### src/rmt_pkg.sv
package rmt_pkg;

  // Widths and sizes
  localparam int unsigned PosW      = 16;
  localparam int unsigned MaxTok    = 5;
  localparam int unsigned TokCntW   = 3;
  localparam int unsigned SkipW     = 4;
  localparam int unsigned IdxW      = 3;
  localparam int unsigned IntBytes  = 8;
  localparam int unsigned PingLen   = 7;
  localparam int unsigned OkLen     = 5;

  // Characters the lexer looks for
  localparam logic [7:0] ChStar   = 8'h2A;
  localparam logic [7:0] ChDollar = 8'h24;
  localparam logic [7:0] ChColon  = 8'h3A;
  localparam logic [7:0] ChPlus   = 8'h2B;
  localparam logic [7:0] ChCr     = 8'h0D;
  localparam logic [7:0] ChLf     = 8'h0A;
  localparam logic [7:0] ChNul    = 8'h00;
  localparam logic [7:0] ChZero   = 8'h30;
  localparam logic [7:0] ChNine   = 8'h39;

  typedef enum logic [3:0] {
    TOK_EOF     = 4'd0,
    TOK_OK      = 4'd1,
    TOK_PING    = 4'd2,
    TOK_TYPE    = 4'd3,
    TOK_LEN     = 4'd4,
    TOK_CR      = 4'd5,
    TOK_LF      = 4'd6,
    TOK_BULK    = 4'd7,
    TOK_INT     = 4'd8,
    TOK_ILLEGAL = 4'd9
  } tok_kind_e;

  typedef enum logic [4:0] {
    MODE_IDLE  = 5'b00001,
    MODE_LEN   = 5'b00010,
    MODE_BULK  = 5'b00100,
    MODE_SKIP  = 5'b01000,
    MODE_MATCH = 5'b10000
  } run_mode_e;

  typedef struct packed {
    tok_kind_e        kind;
    logic [PosW-1:0]  offset;
    logic [7:0]       fbyte;
  } tok_t;

  typedef struct packed {
    logic [TokCntW-1:0]  count;
    tok_t [MaxTok-1:0]   toks;
  } tok_set_t;

  // Byte idx of the PING (target 0) or OK (target 1) message
  function automatic logic [7:0] pat_byte(logic target, logic [IdxW-1:0] idx);
    logic [7:0] r;
    r = ChNul;
    if (!target) begin
      unique case (idx)
        3'd0:    r = ChPlus;
        3'd1:    r = 8'h50;
        3'd2:    r = 8'h49;
        3'd3:    r = 8'h4E;
        3'd4:    r = 8'h47;
        3'd5:    r = ChCr;
        3'd6:    r = ChLf;
        default: r = ChNul;
      endcase
    end else begin
      unique case (idx)
        3'd0:    r = ChPlus;
        3'd1:    r = 8'h4F;
        3'd2:    r = 8'h4B;
        3'd3:    r = ChCr;
        3'd4:    r = ChLf;
        default: r = ChNul;
      endcase
    end
    return r;
  endfunction

endpackage

### src/rmt_lexer.sv
module rmt_lexer (
  input  logic                      clk_i,
  input  logic                      rst_ni,
  input  logic                      take_i,
  input  logic [7:0]                data_byte_i,
  input  logic                      is_last_i,
  input  logic [15:0]               msg_len_i,
  output rmt_pkg::tok_set_t         set_o
);
  import rmt_pkg::*;

  typedef struct packed {
    logic                 emit;
    tok_t                 tok;
    run_mode_e            mode;
    logic [SkipW-1:0]     skip;
    logic                 mstart;
    logic                 mtgt;
  } lex_res_t;

  // Lex one ordinary byte against the current run mode
  function automatic lex_res_t lex_byte(run_mode_e mode, logic [SkipW-1:0] skip,
                                        logic [7:0] b, logic [PosW-1:0] pos,
                                        logic may_match, logic last,
                                        logic [15:0] mlen);
    lex_res_t r;
    logic     dispatch;
    logic     digit;
    digit         = (b >= ChZero) && (b <= ChNine);
    dispatch      = 1'b1;
    r.emit        = 1'b0;
    r.tok.kind    = TOK_EOF;
    r.tok.offset  = pos;
    r.tok.fbyte   = b;
    r.mode        = mode;
    r.skip        = skip;
    r.mstart      = 1'b0;
    r.mtgt        = 1'b0;
    unique case (mode)
      MODE_SKIP: begin
        dispatch = 1'b0;
        if (skip != '0) r.skip = skip - 1'b1;
        if (r.skip == '0) r.mode = MODE_IDLE;
      end
      MODE_BULK: if (b != ChCr) dispatch = 1'b0;
      MODE_LEN:  if (digit) dispatch = 1'b0;
      default: ;
    endcase
    if (dispatch) begin
      r.mode = MODE_IDLE;
      r.emit = 1'b1;
      priority if (b == ChStar || b == ChDollar) begin
        r.tok.kind = TOK_TYPE;
      end else if (b == ChColon) begin
        r.tok.kind = TOK_INT;
        r.skip     = SkipW'(IntBytes);
        r.mode     = MODE_SKIP;
      end else if (b == ChPlus) begin
        if (may_match && pos == '0 && !last &&
            (mlen == 16'(PingLen) || mlen == 16'(OkLen))) begin
          r.emit   = 1'b0;
          r.mode   = MODE_MATCH;
          r.mstart = 1'b1;
          r.mtgt   = (mlen == 16'(OkLen));
        end else begin
          r.tok.kind = TOK_ILLEGAL;
        end
      end else if (b == ChCr) begin
        r.tok.kind = TOK_CR;
      end else if (b == ChLf) begin
        r.tok.kind = TOK_LF;
      end else if (b == ChNul) begin
        r.tok.kind = TOK_EOF;
      end else if (digit) begin
        r.tok.kind = TOK_LEN;
        r.mode     = MODE_LEN;
      end else begin
        r.tok.kind = TOK_BULK;
        r.mode     = MODE_BULK;
      end
    end
    return r;
  endfunction

  logic [PosW-1:0]   pos_q, pos_d;
  run_mode_e         mode_q, mode_d;
  logic [SkipW-1:0]  skip_q, skip_d;
  logic [IdxW-1:0]   midx_q, midx_d;
  logic              mtgt_q, mtgt_d;

  logic              in_match, hit, done, fail, use_lex;
  logic [IdxW-1:0]   plen, idx;
  logic              rp_bulk, rp_cr;
  run_mode_e         rp_mode, lex_mode;
  lex_res_t          lr;
  logic [PosW-1:0]   pos_inc;
  logic [MaxTok-1:0] cand_v;
  tok_t [MaxTok-1:0] cand;
  tok_set_t          set;

  // Match tracking for the PING/OK whole-message patterns
  always_comb begin
    in_match = (mode_q == MODE_MATCH);
    plen     = mtgt_q ? IdxW'(OkLen) : IdxW'(PingLen);
    idx      = (midx_q >= plen) ? plen - 1'b1 : midx_q;
    hit      = (data_byte_i == pat_byte(mtgt_q, idx)) &&
               !(is_last_i && ({1'b0, idx} + 4'd1 < {1'b0, plen}));
    done     = in_match && hit && ({1'b0, idx} + 4'd1 == {1'b0, plen});
    fail     = in_match && !hit;
    use_lex  = !in_match || fail;
    // held bytes replay as one bulk run that a CR may close
    rp_bulk  = (idx >= 3'd2);
    rp_cr    = (idx == plen - 1'b1);
    rp_mode  = (rp_bulk && !rp_cr) ? MODE_BULK : MODE_IDLE;
    lex_mode = fail ? rp_mode : mode_q;
    lr       = lex_byte(lex_mode, skip_q, data_byte_i, pos_q, !fail, is_last_i, msg_len_i);
  end

  // Next state and candidate tokens
  always_comb begin
    pos_inc = pos_q + 1'b1;
    mode_d  = mode_q;
    skip_d  = skip_q;
    midx_d  = midx_q;
    mtgt_d  = mtgt_q;
    if (in_match) begin
      if (fail) begin
        mode_d = lr.mode;
        skip_d = lr.skip;
        midx_d = '0;
      end else if (done) begin
        mode_d = MODE_IDLE;
        midx_d = '0;
      end else begin
        midx_d = idx + 1'b1;
      end
    end else begin
      mode_d = lr.mode;
      skip_d = lr.skip;
      if (lr.mstart) begin
        midx_d = IdxW'(1);
        mtgt_d = lr.mtgt;
      end
    end

    cand_v[0]       = done || fail;
    cand[0].kind    = done ? (mtgt_q ? TOK_OK : TOK_PING) : TOK_ILLEGAL;
    cand[0].offset  = '0;
    cand[0].fbyte   = ChPlus;
    cand_v[1]       = fail && rp_bulk;
    cand[1].kind    = TOK_BULK;
    cand[1].offset  = PosW'(1);
    cand[1].fbyte   = pat_byte(mtgt_q, IdxW'(1));
    cand_v[2]       = fail && rp_cr;
    cand[2].kind    = TOK_CR;
    cand[2].offset  = PosW'(plen - 3'd2);
    cand[2].fbyte   = ChCr;
    cand_v[3]       = use_lex && lr.emit;
    cand[3]         = lr.tok;
    cand_v[4]       = is_last_i;
    cand[4].kind    = TOK_EOF;
    cand[4].offset  = pos_inc + ((mode_d == MODE_SKIP) ? PosW'(skip_d) : '0);
    cand[4].fbyte   = ChNul;

    pos_d = pos_inc;
    if (is_last_i) begin
      pos_d  = '0;
      mode_d = MODE_IDLE;
      skip_d = '0;
      midx_d = '0;
      mtgt_d = 1'b0;
    end
  end

  // Pack the valid candidates in order
  always_comb begin
    set = '0;
    for (int i = 0; i < MaxTok; i++) begin
      if (cand_v[i]) begin
        set.toks[set.count] = cand[i];
        set.count           = set.count + 1'b1;
      end
    end
  end

  assign set_o = set;

  // Advance lexer state when the byte is taken
  always_ff @(posedge clk_i or negedge rst_ni) begin
    if (!rst_ni) begin
      pos_q  <= '0;
      mode_q <= MODE_IDLE;
      skip_q <= '0;
      midx_q <= '0;
      mtgt_q <= 1'b0;
    end else if (take_i) begin
      pos_q  <= pos_d;
      mode_q <= mode_d;
      skip_q <= skip_d;
      midx_q <= midx_d;
      mtgt_q <= mtgt_d;
    end
  end

endmodule

### src/rmt_tok_buf.sv
module rmt_tok_buf (
  input  logic                clk_i,
  input  logic                rst_ni,
  input  logic                load_i,
  input  rmt_pkg::tok_set_t   set_i,
  input  logic                out_ready_i,
  output logic                free_o,
  output logic                out_valid_o,
  output rmt_pkg::tok_t       tok_o,
  output logic                run_end_o
);
  import rmt_pkg::*;

  logic [TokCntW-1:0]  cnt_q;
  tok_t [MaxTok-1:0]   toks_q;
  logic [MaxTok-1:0]   end_q;
  logic                pop;

  assign out_valid_o = (cnt_q != '0);
  assign tok_o       = toks_q[0];
  assign run_end_o   = end_q[0];
  assign pop         = out_valid_o && out_ready_i;
  assign free_o      = (cnt_q == '0) || (cnt_q == TokCntW'(1) && pop);

  // Hold the count; load a new set or drop the word just taken
  always_ff @(posedge clk_i or negedge rst_ni) begin
    if (!rst_ni) begin
      cnt_q <= '0;
    end else if (load_i) begin
      cnt_q <= set_i.count;
    end else if (pop) begin
      cnt_q <= cnt_q - 1'b1;
    end
  end

  // Token words shift toward the head
  always_ff @(posedge clk_i) begin
    if (load_i) begin
      toks_q <= set_i.toks;
      for (int i = 0; i < MaxTok; i++) begin
        end_q[i] <= (TokCntW'(i) == set_i.count - 1'b1);
      end
    end else if (pop) begin
      for (int i = 0; i < MaxTok - 1; i++) begin
        toks_q[i] <= toks_q[i+1];
        end_q[i]  <= end_q[i+1];
      end
    end
  end

endmodule

### src/resp_message_tokenizer_core.sv
// RESP message tokenizer. Message bytes enter on the in_* channel, one word per
// byte with is_last_i on the final byte; tokens leave on the out_* channel with
// kind, start offset and first byte, run_end_o marking the last token that a
// byte caused. Write message_length through cfg_we_i/cfg_wdata_i before a
// message that may be "+PING\r\n" or "+OK\r\n". A byte waits in the input
// register, where the lexer turns it into zero to five tokens that load into
// a five-entry token buffer. The buffer drains one token per cycle while
// out_ready_i is high. A byte with tokens holds the input register until the
// buffer is free; bytes with at most one token, nearly all of them, go at one
// per cycle unless out_ready_i stalls.
module resp_message_tokenizer_core (
  input  logic         clk_i,
  input  logic         rst_ni,
  input  logic         cfg_we_i,
  input  logic [15:0]  cfg_wdata_i,
  input  logic         in_valid_i,
  output logic         in_ready_o,
  input  logic [7:0]   data_byte_i,
  input  logic         is_last_i,
  output logic         out_valid_o,
  input  logic         out_ready_i,
  output logic [3:0]   token_kind_o,
  output logic [15:0]  start_offset_o,
  output logic [7:0]   first_byte_o,
  output logic         run_end_o
);
  import rmt_pkg::*;

  logic        in_valid_q;
  logic [7:0]  data_q;
  logic        last_q;
  logic [15:0] mlen_q;
  logic        take, buf_free, load;
  tok_set_t    set;
  tok_t        tok;

  assign take       = in_valid_q && ((set.count == '0) || buf_free);
  assign load       = take && (set.count != '0);
  assign in_ready_o = !in_valid_q || take;

  // Message length register
  always_ff @(posedge clk_i or negedge rst_ni) begin
    if (!rst_ni) begin
      mlen_q <= '0;
    end else if (cfg_we_i) begin
      mlen_q <= cfg_wdata_i;
    end
  end

  // Input word register
  always_ff @(posedge clk_i or negedge rst_ni) begin
    if (!rst_ni) begin
      in_valid_q <= 1'b0;
    end else if (in_ready_o) begin
      in_valid_q <= in_valid_i;
    end
  end

  always_ff @(posedge clk_i) begin
    if (in_ready_o && in_valid_i) begin
      data_q <= data_byte_i;
      last_q <= is_last_i;
    end
  end

  rmt_lexer u_lexer (
    .clk_i       (clk_i),
    .rst_ni      (rst_ni),
    .take_i      (take),
    .data_byte_i (data_q),
    .is_last_i   (last_q),
    .msg_len_i   (mlen_q),
    .set_o       (set)
  );

  rmt_tok_buf u_tok_buf (
    .clk_i       (clk_i),
    .rst_ni      (rst_ni),
    .load_i      (load),
    .set_i       (set),
    .out_ready_i (out_ready_i),
    .free_o      (buf_free),
    .out_valid_o (out_valid_o),
    .tok_o       (tok),
    .run_end_o   (run_end_o)
  );

  assign token_kind_o   = tok.kind;
  assign start_offset_o = tok.offset;
  assign first_byte_o   = tok.fbyte;

endmodule

### config.mk
export PLATFORM = sky130hd
export DESIGN_NAME = resp_message_tokenizer_core
export DESIGN_NICKNAME = d
export VERILOG_FILES = /design/src/rmt_pkg.sv /design/src/rmt_lexer.sv /design/src/rmt_tok_buf.sv /design/src/resp_message_tokenizer_core.sv
export SDC_FILE = /design/constraint.sdc
export NUM_CORES = 1
export LEC_CHECK = 0
export BUFFER_PORTS_ARGS = -buffer_cell sky130_fd_sc_hd__buf_2
export CELL_PAD_IN_SITES_DETAIL_PLACEMENT = 0
export CELL_PAD_IN_SITES_GLOBAL_PLACEMENT = 1
export CORE_ASPECT_RATIO = 1.2
export CORE_MARGIN = 2
export CORE_UTILIZATION = 45
export DETAILED_ROUTE_END_ITERATION = 12
export PLACE_DENSITY = 0.77
export SLEW_MARGIN = 10
export SYNTH_ARGS = -nofsm -noshare
export SYNTH_HDL_FRONTEND = slang
export SYNTH_SLANG_ARGS = --single-unit
export TNS_END_PERCENT = 1
### constraint.sdc
create_clock -name clk_i -period 16.7 [get_ports clk_i]
set_clock_uncertainty 0.05 [all_clocks]
set_input_delay 3.34 -clock clk_i [delete_from_list [all_inputs] [get_ports clk_i]]
set_output_delay 3.34 -clock clk_i [all_outputs]
set_load 0.03 [all_outputs]
Word-level counts from Yosys, hierarchy flattened
Cells that the tools add are included.
{"block": "word_totals", "ff_bits": 203, "out_inout_bits": 31}
{"block": "op_classes", "addsub": 13, "order_cmp": 13, "eq_ne": 29, "muxes": 84, "reduce_logical": 51}
{"cell": "143-bit two-way mux", "count": 4}
{"cell": "140-bit bitwise mux", "count": 4}
{"cell": "28-bit demux with 3-bit select", "count": 4}
{"cell": "112-bit two-way mux", "count": 2}
{"cell": "28-bit two-way mux", "count": 5}
{"cell": "5-bit two-way mux", "count": 14}
{"cell": "4-bit two-way mux", "count": 16}
{"cell": "7-bit one-hot mux with 7 select lines", "count": 1}
{"cell": "7-bit one-hot mux with 5 select lines", "count": 1}
{"cell": "3-bit two-way mux", "count": 11}
{"cell": "16-bit by 3-bit equality test with 1-bit output (second input constant)", "count": 2}
{"cell": "8-bit by 6-bit equality test with 1-bit output (second input constant)", "count": 4}
{"cell": "1-bit logical AND", "count": 22}
{"cell": "11-bit two-way mux", "count": 2}
{"cell": "16-bit by 1-bit adder with 16-bit output (second input constant)", "count": 1}
{"cell": "16-bit adder", "count": 1}
{"cell": "8-bit by 4-bit equality test with 1-bit output (second input constant)", "count": 2}
{"cell": "16-bit logical NOT", "count": 1}
{"cell": "16-bit two-way mux", "count": 1}
{"cell": "3-bit by 1-bit adder with 3-bit output (second input constant)", "count": 4}
{"cell": "3-bit logical NOT", "count": 4}
{"cell": "3-bit by 4-bit < comparator with 1-bit output (second input constant)", "count": 3}
{"cell": "2-bit two-way mux", "count": 6}
{"cell": "5-bit by 4-bit equality test with 1-bit output (second input constant)", "count": 2}
{"cell": "40 further kinds", "count": 73}

Longest topological paths before layout
Gate-level depths: netlist of run 1.
{"block": "logic_depth", "ltp_word": 41, "ltp_mapped": 38}

Hierarchy
Synthesis of run 1 repeated with hierarchy kept, for this count alone.
{"block": "hier_totals", "cells_unflattened": 1107, "hier_area_um2": 12385.6}
{"mod": "rmt_tok_buf", "instances": 1, "cells_per_inst": 334, "area_per_inst_um2": 6394.9, "seq_area_each_um2": 4429.2}
{"mod": "rmt_lexer", "instances": 1, "cells_per_inst": 721, "area_per_inst_um2": 5038.6, "seq_area_each_um2": 726.9}
{"mod": "resp_message_tokenizer_core", "instances": 1, "cells_per_inst": 52, "area_per_inst_um2": 952.2, "seq_area_each_um2": 695.7}

Worst setup path after synthesis of run 1
No wires, ideal clock.
{"block": "synth_path", "kind": "register to register", "startpoint": "register u_lexer.mtgt_q", "endpoint": "register u_tok_buf.end_q[0] (enable)", "t_arrival_ps": 8289, "path_slack_ps": 7321, "stages_incl_launch_ff": 35, "synth_period_minus_slack_ps": 9379, "path_cell_list": "dfrtp_1 ha_1 a21o_1 nand2_1 a21o_1 inv_1 ha_1 buf_2 o21a_1 o21ai_0 or3b_1 and4b_1 nand3_2 buf_4 nor2_1 nor2_1 ha_1 xnor2_1 inv_1 ha_1 nor2_1 nor2_1 ha_1 nand2_1 o31ai_1 nor2_1 ha_1 o21bai_1 and2_1 clkbuf_1 nand2b_1 clkbuf_1 clkbuf_1 clkbuf_1 nand2_1"}
{"block": "synth_between", "elab_chain_len": 28, "elab_cells_between_ends": 64, "cone_classes": "6 x add/sub; 3 x order compare; 12 x eq/ne; 18 x mux; 25 x reduce/logical"}
{"item": "from (decl)", "line": "rmt_lexer.sv:89", "source": "logic mtgt_q, mtgt_d;"}
{"item": "from (signal assigned)", "line": "rmt_lexer.sv:201", "source": "mtgt_q <= mtgt_d;"}
{"item": "parallel branches: the longest is 20 deep, another holds 3-bit by 1-bit adder with 4-bit output"}
{"item": "143-bit two-way mux *", "line": "rmt_lexer.sv:179", "source": "if (cand_v[i]) begin"}
{"item": "3-bit by 1-bit adder with 3-bit output", "line": "rmt_lexer.sv:181", "source": "set.count = set.count + 1'b1;"}
{"item": "143-bit two-way mux *", "line": "rmt_lexer.sv:179"}
{"item": "3-bit logical NOT", "line": "resp_message_tokenizer_core.sv:37", "source": "assign take = in_valid_q && ((set.count == '0) || buf_free);"}
{"item": "1-bit logical OR", "line": "resp_message_tokenizer_core.sv:37"}
{"item": "1-bit logical AND", "line": "resp_message_tokenizer_core.sv:37"}
{"item": "1-bit logical AND *", "line": "resp_message_tokenizer_core.sv:38", "source": "assign load = take && (set.count != '0);"}
{"item": "2-bit nonzero test (no source line) *"}
{"item": "to (signal, indexed assignment)", "line": "rmt_tok_buf.sv:41", "source": "end_q[i] <= (TokCntW'(i) == set_i.count - 1'b1);"}
{"item": "to (signal, indexed assignment)", "line": "rmt_tok_buf.sv:46", "source": "end_q[i] <= end_q[i+1];"}
{"item": "to (decl)", "line": "rmt_tok_buf.sv:16", "source": "logic [MaxTok-1:0] end_q;"}
Mark *: on every way between the ends.
A chain may end at the register's enable or synchronous reset.

Final worst setup path of run 1
{"block": "layout_path", "startpoint": "register u_lexer.mtgt_q", "endpoint": "output port in_ready_o"}
{"block": "layout_between", "elab_chain_len": 27, "elab_cells_between_ends": 62, "cone_classes": "6 x add/sub; 3 x order compare; 12 x eq/ne; 18 x mux; 23 x reduce/logical"}
{"item": "parallel branches: the longest is 20 deep, another holds 3-bit by 1-bit adder with 4-bit output"}
{"item": "143-bit two-way mux *", "line": "rmt_lexer.sv:179"}
{"item": "3-bit by 1-bit adder with 3-bit output", "line": "rmt_lexer.sv:181"}
{"item": "143-bit two-way mux *", "line": "rmt_lexer.sv:179"}
{"item": "3-bit logical NOT *", "line": "resp_message_tokenizer_core.sv:37"}
{"item": "1-bit logical OR *", "line": "resp_message_tokenizer_core.sv:37"}
{"item": "1-bit logical AND *", "line": "resp_message_tokenizer_core.sv:37"}
{"item": "1-bit logical OR *", "line": "resp_message_tokenizer_core.sv:39", "source": "assign in_ready_o = !in_valid_q || take;"}
{"item": "to (decl)", "line": "resp_message_tokenizer_core.sv:17", "source": "output logic in_ready_o,"}
Marks and branches as above.

==> results of run 1 <==
## cell families after synthesis
group	synth area share [%]
AOI/OAI and AO/OA	18.2
buffers and inverters	6.42
adders and majority gates	2.59
muxes	2.37
other	0.0315
xor gates and xnor gates	2.94
and+or+nand+nor	18.2
DFF	49.2
## sequential cells by signal, indices dropped and copies added, names as in the netlist, 3 cells and up
name,count
u_tok_buf.toks_q,112
u_tok_buf.tok_o,28
mlen_q,16
u_lexer.pos_q,16
data_q,8
u_lexer.mode_q,5
u_tok_buf.end_q,5
u_lexer.skip_q,4
u_lexer.midx_q,3
u_tok_buf.cnt_q,3
## stage by stage
step / cells / hold slack [ps] / cell area [sq um] / setup slack [ps] / total power [mW]
2_1_floorplan: 1258 / 422 / 11900 / 7320 / 1.95
3_3_place_gp: 1545 / 438 / 12200 / 6690 / 2.17
3_5_place_dp: 1545 / 448 / 12200 / 6530 / 2.19
4_1_cts: 1586 / 461 / 13000 / 5970 / 2.73
5_1_grt: 1586 / 474 / 13000 / 5250 / 2.91
6_report: 1586 / 455 / 13000 / 5930 / 2.71
## routing by layer
layer | part of all wire [%] | global-route usage [%] | vias up
met5 | 0 | 0 | -
met4 | 1.5 | 5.12 | 0
met3 | 6.3 | 2.79 | 35
met2 | 46 | 34.7 | 307
met1 | 46 | 31.4 | 4530
li1 | - | - | 4495
## power by group through the flow
stage               Clock [mW]  Combinational (mW)  Sequential (mW)
floorplan                    0               0.932             1.02
global placement             0                1.11             1.06
detailed placement           0                1.13             1.07
CTS                      0.541                1.13             1.06
global route             0.560                1.26             1.09
finish                   0.533                1.12             1.06
## final cells by class
cell class                      count  area, sq um
Multi-Input combinational cell    897         5360
Clock inverter                     10          150
Inverter                           35          134
Tap cell                          335          419
Fill cell                        2424        13100
Sequential cell                   203         5850
Clock buffer                       31          636
Timing Repair Buffer               75          413
## worst reg2reg max path, delay by kind of cell, from the launching register on
kind            cells  cell delay, ps
compound gates      7            1230
xor+xnor            1             420
fa+ha+maj           6            2070
buf+inv             4            1480
flops               1             920
simple gates       14            3420
## placed cells by master, fill, tap and decap left out, types with 17 or more instances in the layout
cell	n
a21oi_1	84
a31oi_1	34
buf_2	60
clkbuf_16	23
dfrtp_1	48
edfxtp_1	154
ha_1	23
inv_1	32
mux2_2	17
nand2_1	156
nand3_1	48
nor2_1	127
nor3_1	26
o21ai_0	73
o31ai_1	32
xnor2_1	21
xor2_1	17
## final timing paths
check	startpoint	end	cells past startpoint	slack (ps)
min in group asynchronous	rst_ni	mlen_q[2]	2	2890
setup / recovery	u_lexer.mtgt_q	in_ready_o	29	5930
max in group asynchronous	rst_ni	u_lexer.midx_q[2]	2	13260
hold / removal	u_tok_buf.toks_q[90]	u_tok_buf.toks_q[62]	2	460
setup reg to reg	u_lexer.mtgt_q	u_tok_buf.toks_q[37]	32	6880
hold reg to reg	u_tok_buf.toks_q[90]	u_tok_buf.toks_q[62]	2	460
==> out/metrics.csv, run 1 <==
metric,value,unit
syn_area,11900,sq um
worstPathRequired,13310,ps
post-route-drc-count,0,
grt_pass1_vias,9006,
cts_buffers,23,
cp_max_fo,24,
power.internal,1.60,mW
finalSetupViolations,0,
clock-sinks,203,
synth_cell_types,91,
layout-drive-gt1-share,12.6,%
cts-root-buf,clkbuf_16,
maxCapViolations,0,
synth_area_leaders,"edfxtp_1 39%, dfrtp_1 10%, nand2_1 5.0%",
avgSynthCellArea,9.53,sq um
setup_tns,0,ps
initial_core_util,45.5,%
via_count,9367,
rsz0062_at_grt,false,
post-route-min-period,10770,ps
max_stage_delay,920,ps
cts_setup_buffers,0,
die-width,152,microns
fin_crit_sh,64.5,%
peakVddDrop,0.141,mV
cts_tree,built,
wl,30200,microns
cp_data_arrival_time,7380,ps
grt_use_total,21.6,%
cts_resized,0,
grt_pass1_wl,49100,microns
io_buffer_count,60,
final_antenna_net_count,0,
die_y,182,microns
setup.worst_path.class,register to output pin,
synth-seq-cells,203,
wire_per_inst,19.1,microns
synthTopCellsByCount,"157 x nand2_1, 154 x edfxtp_1, 127 x nor2_1, 87 x a21oi_1, 73 x o21ai_0",
max_freq,0.0928,GHz
synthCells,1247,
p_leak,4.90,nW
ioPinCount,61,
grt_start_max_net_pins,92,
rows,65,
p_comb_share,41.3,%
yosysMostFrequentCell,nand2_1,
antenna_found_initial,0,
nets,1289,
crit_path_start_kind,register,
drtPass1Iterations,5,
dp_hpwl,20200,microns
synth_edf_count,154,
worstHoldPathType,register to register,
finalMaxSlewViolations,0,
htree_levels,1,
ys_async_sr_fraction,24.1,%
crit_buf_inv,4,
grt_overflow,0,
clk_latency,520,ps
tightest_slew,1080,ps
cts_buffer_depth,3,
seq_area_frac_synth,49.2,%
p_per_area,209,nW/um^2
design.die.area,27700,sq um
yosysWarnings,0,
crit_path_end_kind,output pin,
yosys.area.top_type,edfxtp_1,
ctsHoldBuffers,0,
vias_per_cell,5.91,
drtIter0Drc,882,
max_slew_margin,27.7,%
p_clk_share,19.6,%
cp_slowest_cell,dfrtp_1,
place.gp.congestion,0.867,
area_growth,9.07,%
p_sw_share,41.1,%
antenna_cells,0,
ys.flop_type,edfxtp_1,
yosysTopAreaCellShare,38.9,%
p_switching,1.12,mW
cpLargestDelayFamily,adder cells,
pwr-share-seq,39.0,%
final_util,49.7,%
cts.clk_slew.worst_paths,60,ps
status,"complete, no violations",
hold_viol_final,0,
core-area,26100,sq um
Note: power is estimated with default switching activity, not from simulation.
==> inputs of run 2 (changes only) <==
--- a/config.mk
+++ b/config.mk
@@ -5,6 +5,7 @@
 export SDC_FILE = /design/constraint.sdc
 export NUM_CORES = 1
 export LEC_CHECK = 0
+export ABC_AREA = 1
 export BUFFER_PORTS_ARGS = -buffer_cell sky130_fd_sc_hd__buf_2
 export CELL_PAD_IN_SITES_DETAIL_PLACEMENT = 0
 export CELL_PAD_IN_SITES_GLOBAL_PLACEMENT = 1
@@ -12,7 +13,7 @@
 export CORE_MARGIN = 2
 export CORE_UTILIZATION = 45
 export DETAILED_ROUTE_END_ITERATION = 12
-export PLACE_DENSITY = 0.77
+export PLACE_DENSITY = 0.79
 export SLEW_MARGIN = 10
 export SYNTH_ARGS = -nofsm -noshare
 export SYNTH_HDL_FRONTEND = slang
==> constraint.sdc (replaced) <==
create_clock -name clk_i -period 10.7 [get_ports clk_i]
set_clock_uncertainty 0.05 [all_clocks]
set_input_delay 2.14 -clock clk_i [delete_from_list [all_inputs] [get_ports clk_i]]
set_output_delay 2.14 -clock clk_i [all_outputs]
set_load 0.03 [all_outputs]
==> out/metrics.csv, run 2 <==
metric,value,unit,change
rr_worst_depth,43,,+34%
drtIter0Drc,716,,-19%
r2r_setup_slack,1800,ps,-5080 ps
max_slew_margin,38.8,%,+11 points
tightest_slew,917,ps,-167 ps
peakVddDrop,0.176,mV,+25%
hold_depth,2,,unchanged
wl,30100,microns,-0.59%
clk_latency,530,ps,about the same
cp_common_cell,nand2_1,,
layout-drive-gt1-share,12.1,%,-0.55 points
p_per_area,308,nW/um^2,+47%
yosysMostFrequentCell,nand2_1,,
cts_buffers,23,,unchanged
grt_start_max_net_pins,62,,-33%
dp_hpwl,20200,microns,-0.12%
synthCells,1429,,+15%
pwr-share-seq,37.5,%,-1.5 points
seq_area_frac_synth,49.4,%,+0.14 points
post-route-drc-count,0,,unchanged
p_comb_share,40.9,%,-0.4 points
wire_per_inst,16.7,microns,-12%
final_util,49.8,%,+0.18 points
ioPinCount,61,,unchanged
ys.flop_type,edfxtp_1,,
grt_overflow,0,,unchanged
p_total,4.01,mW,+48%
power.internal,2.38,mW,+49%
grt_pass1_wl,49100,microns,about the same
cts.clk_slew.worst_paths,70,ps,about the same
met1_usage,32.1,%,+0.76 points
cts_setup_buffers,0,,unchanged
grt_use_met3,2.96,%,+0.17 points
cts_tree,built,,
syn_area,11900,sq um,-0.27%
final_common_cell,nand2_1,,
setup.worst_path.class,register to output pin,,
drtPass1Iterations,5,,unchanged
synthTopCellsByCount,"422 x nand2_1, 165 x inv_1, 154 x edfxtp_1, 106 x nand3_1, 101 x o21ai_0",,
fin_crit_sh,86.1,%,
worstHoldPathType,register to register,,
p_sw_share,40.8,%,-0.31 points
place.gp.congestion,0.867,,about the same
yosys.area.top_type,edfxtp_1,,
clock-sinks,203,,unchanged
min_to,u_tok_buf.toks_q[65],,
fin_ws,1490,ps,-4440 ps
yosysWarnings,0,,unchanged
crit_path_start_kind,register,,
worstPathRequired,8510,ps,-4800 ps
worstHoldStart,u_tok_buf.toks_q[93],,
post-route-min-period,9210,ps,
synth-seq-cells,203,,unchanged
antenna_cells,0,,unchanged
max_stage_delay,550,ps,-370 ps
io_buffer_count,60,,unchanged
synth_area_leaders,"edfxtp_1 39%, nand2_1 13%, dfrtp_1 10%",,
design.die.area,27700,sq um,-0.27%
synth_edf_count,154,,unchanged
cts_resized,0,,unchanged
avgSynthCellArea,8.30,sq um,-13%
largest_register,u_tok_buf.toks_q,,
cts-root-buf,clkbuf_16,,
place_ws,1860,ps,-4660 ps
ctsHoldBuffers,0,,unchanged
startpoint,u_lexer.mtgt_q,,
max_freq,0.109,GHz,
maxCapViolations,0,,unchanged
area_growth,9.77,%,
grt_util_met2,34.6,%,-0.11 points
r2r_end,u_tok_buf.toks_q[103],,
final_antenna_net_count,0,,unchanged
top_usage_layer,met2,,
grt_pass1_vias,9006,,unchanged
hold_viol_final,0,,unchanged
core-area,26100,sq um,unchanged
rows,65,,unchanged
finalSetupViolations,0,,unchanged
p_clk_share,21.6,%,+2.0 points
nets,1504,,+17%
r2r_start,u_lexer.mtgt_q,,
cp_slowest_cell,dfrtp_1,,
setup_tns,0,ps,unchanged
initial_core_util,45.4,%,-0.12 points
p_switching,1.64,mW,+47%
finalMaxSlewViolations,0,,unchanged
antenna_found_initial,0,,unchanged
cp_max_fo,11,,-54%
cp_data_arrival_time,7020,ps,-360 ps
via_count,9441,,+0.79%
status,"complete, no violations",,
crit_path_end_kind,output pin,,
largest_register_ffs,112,,unchanged
mostFrequentLayoutCells,"422 x nand2_1, 163 x inv_1, 154 x edfxtp_1",,
htree_levels,1,,unchanged
die-width,152,microns,-0.13%
yosysTopAreaCellShare,39.0,%,+0.11 points
rsz0062_at_grt,false,,
ys_async_sr_fraction,24.1,%,unchanged
synth_cell_types,51,,-44%
p_leak,5.92,nW,+21%
vias_per_cell,5.25,,-11%
grt_use_total,21.9,%,+0.27 points
cts_buffer_depth,3,,unchanged
die_y,182,microns,-0.13%
[run 2: cell types whose count changed after synthesis, sizes merged, moves of 21 or more]
cell	before	now
o21ai	76	107
nor2	130	100
a21oi	88	45
clkbuf	60	30
a31oi	34	2
nand2	158	435
o31ai	32	5
or2	4	25
inv	35	170
nand3	50	114
[run 2: kinds of logic (layout without fill, tap and decap cells)]
logic type,count (synthesis),in the layout,share of synthesized area [%]
compound gates,193,193,8.82
fa+ha+maj,24,24,2.60
xor+xnor,31,31,2.35
simple gates,719,719,27.0
flops,203,203,49.4
mux,2,2,0.190
other cells,1,12,0.0316
buf+inv,256,281,9.64
[run 2: how the worst max path moves through the flow]
stage,end,slack [ps],cells past startpoint
after floorplan,u_tok_buf.end_q[0],1860,42
after global placement,u_tok_buf.toks_q[103],2130,43
after detailed placement,u_tok_buf.toks_q[51],1860,43
after CTS,in_ready_o,1510,37
after global routing,in_ready_o,760,37
final,in_ready_o,1490,37
[run 2: layout make-up]
class                           count  area (sq um)
Clock buffer                       26           587
Inverter                          171           647
Tap cell                          335           419
Sequential cell                   203          5850
Multi-Input combinational cell    981          4910
Timing Repair Buffer               70           375
Fill cell                        2540         13100
Clock inverter                     14           224
[run 2: metrics by stage]
step           instances  hold slack, ps  area, sq um
6_report            1800             457        13000
3_3_place_gp        1760             444        12200
5_1_grt             1800             480        13000
3_5_place_dp        1760             451        12200
4_1_cts             1800             456        13000
2_1_floorplan       1440             432        11900
[run 2: routing by layer]
layer | vias up | wire length [microns]
met5 | - | 0
met2 | 268 | 13500
met1 | 4433 | 14000
li1 | 4707 | -
met3 | 33 | 2060
met4 | 0 | 451
[run 2: power groups by stage]
| stage | combinational, mW | sequential [mW] | clock [mW] |
|---|---|---|---|
| floorplan | 1.32 | 1.50 | 0 |
| global placement | 1.63 | 1.51 | 0 |
| detailed placement | 1.64 | 1.52 | 0 |
| CTS | 1.65 | 1.51 | 0.879 |
| global route | 1.87 | 1.55 | 0.905 |
| finish | 1.64 | 1.51 | 0.865 |
[run 2: critical path: cells and delay by family (launching register included)]
family	cells	cell delay (ps)
buffers and inverters	5	650
adder cells (fa/ha/maj)	7	2000
AO/OA/AOI/OAI	3	670
AND/OR/NAND/NOR	22	2630
flip-flops	1	550
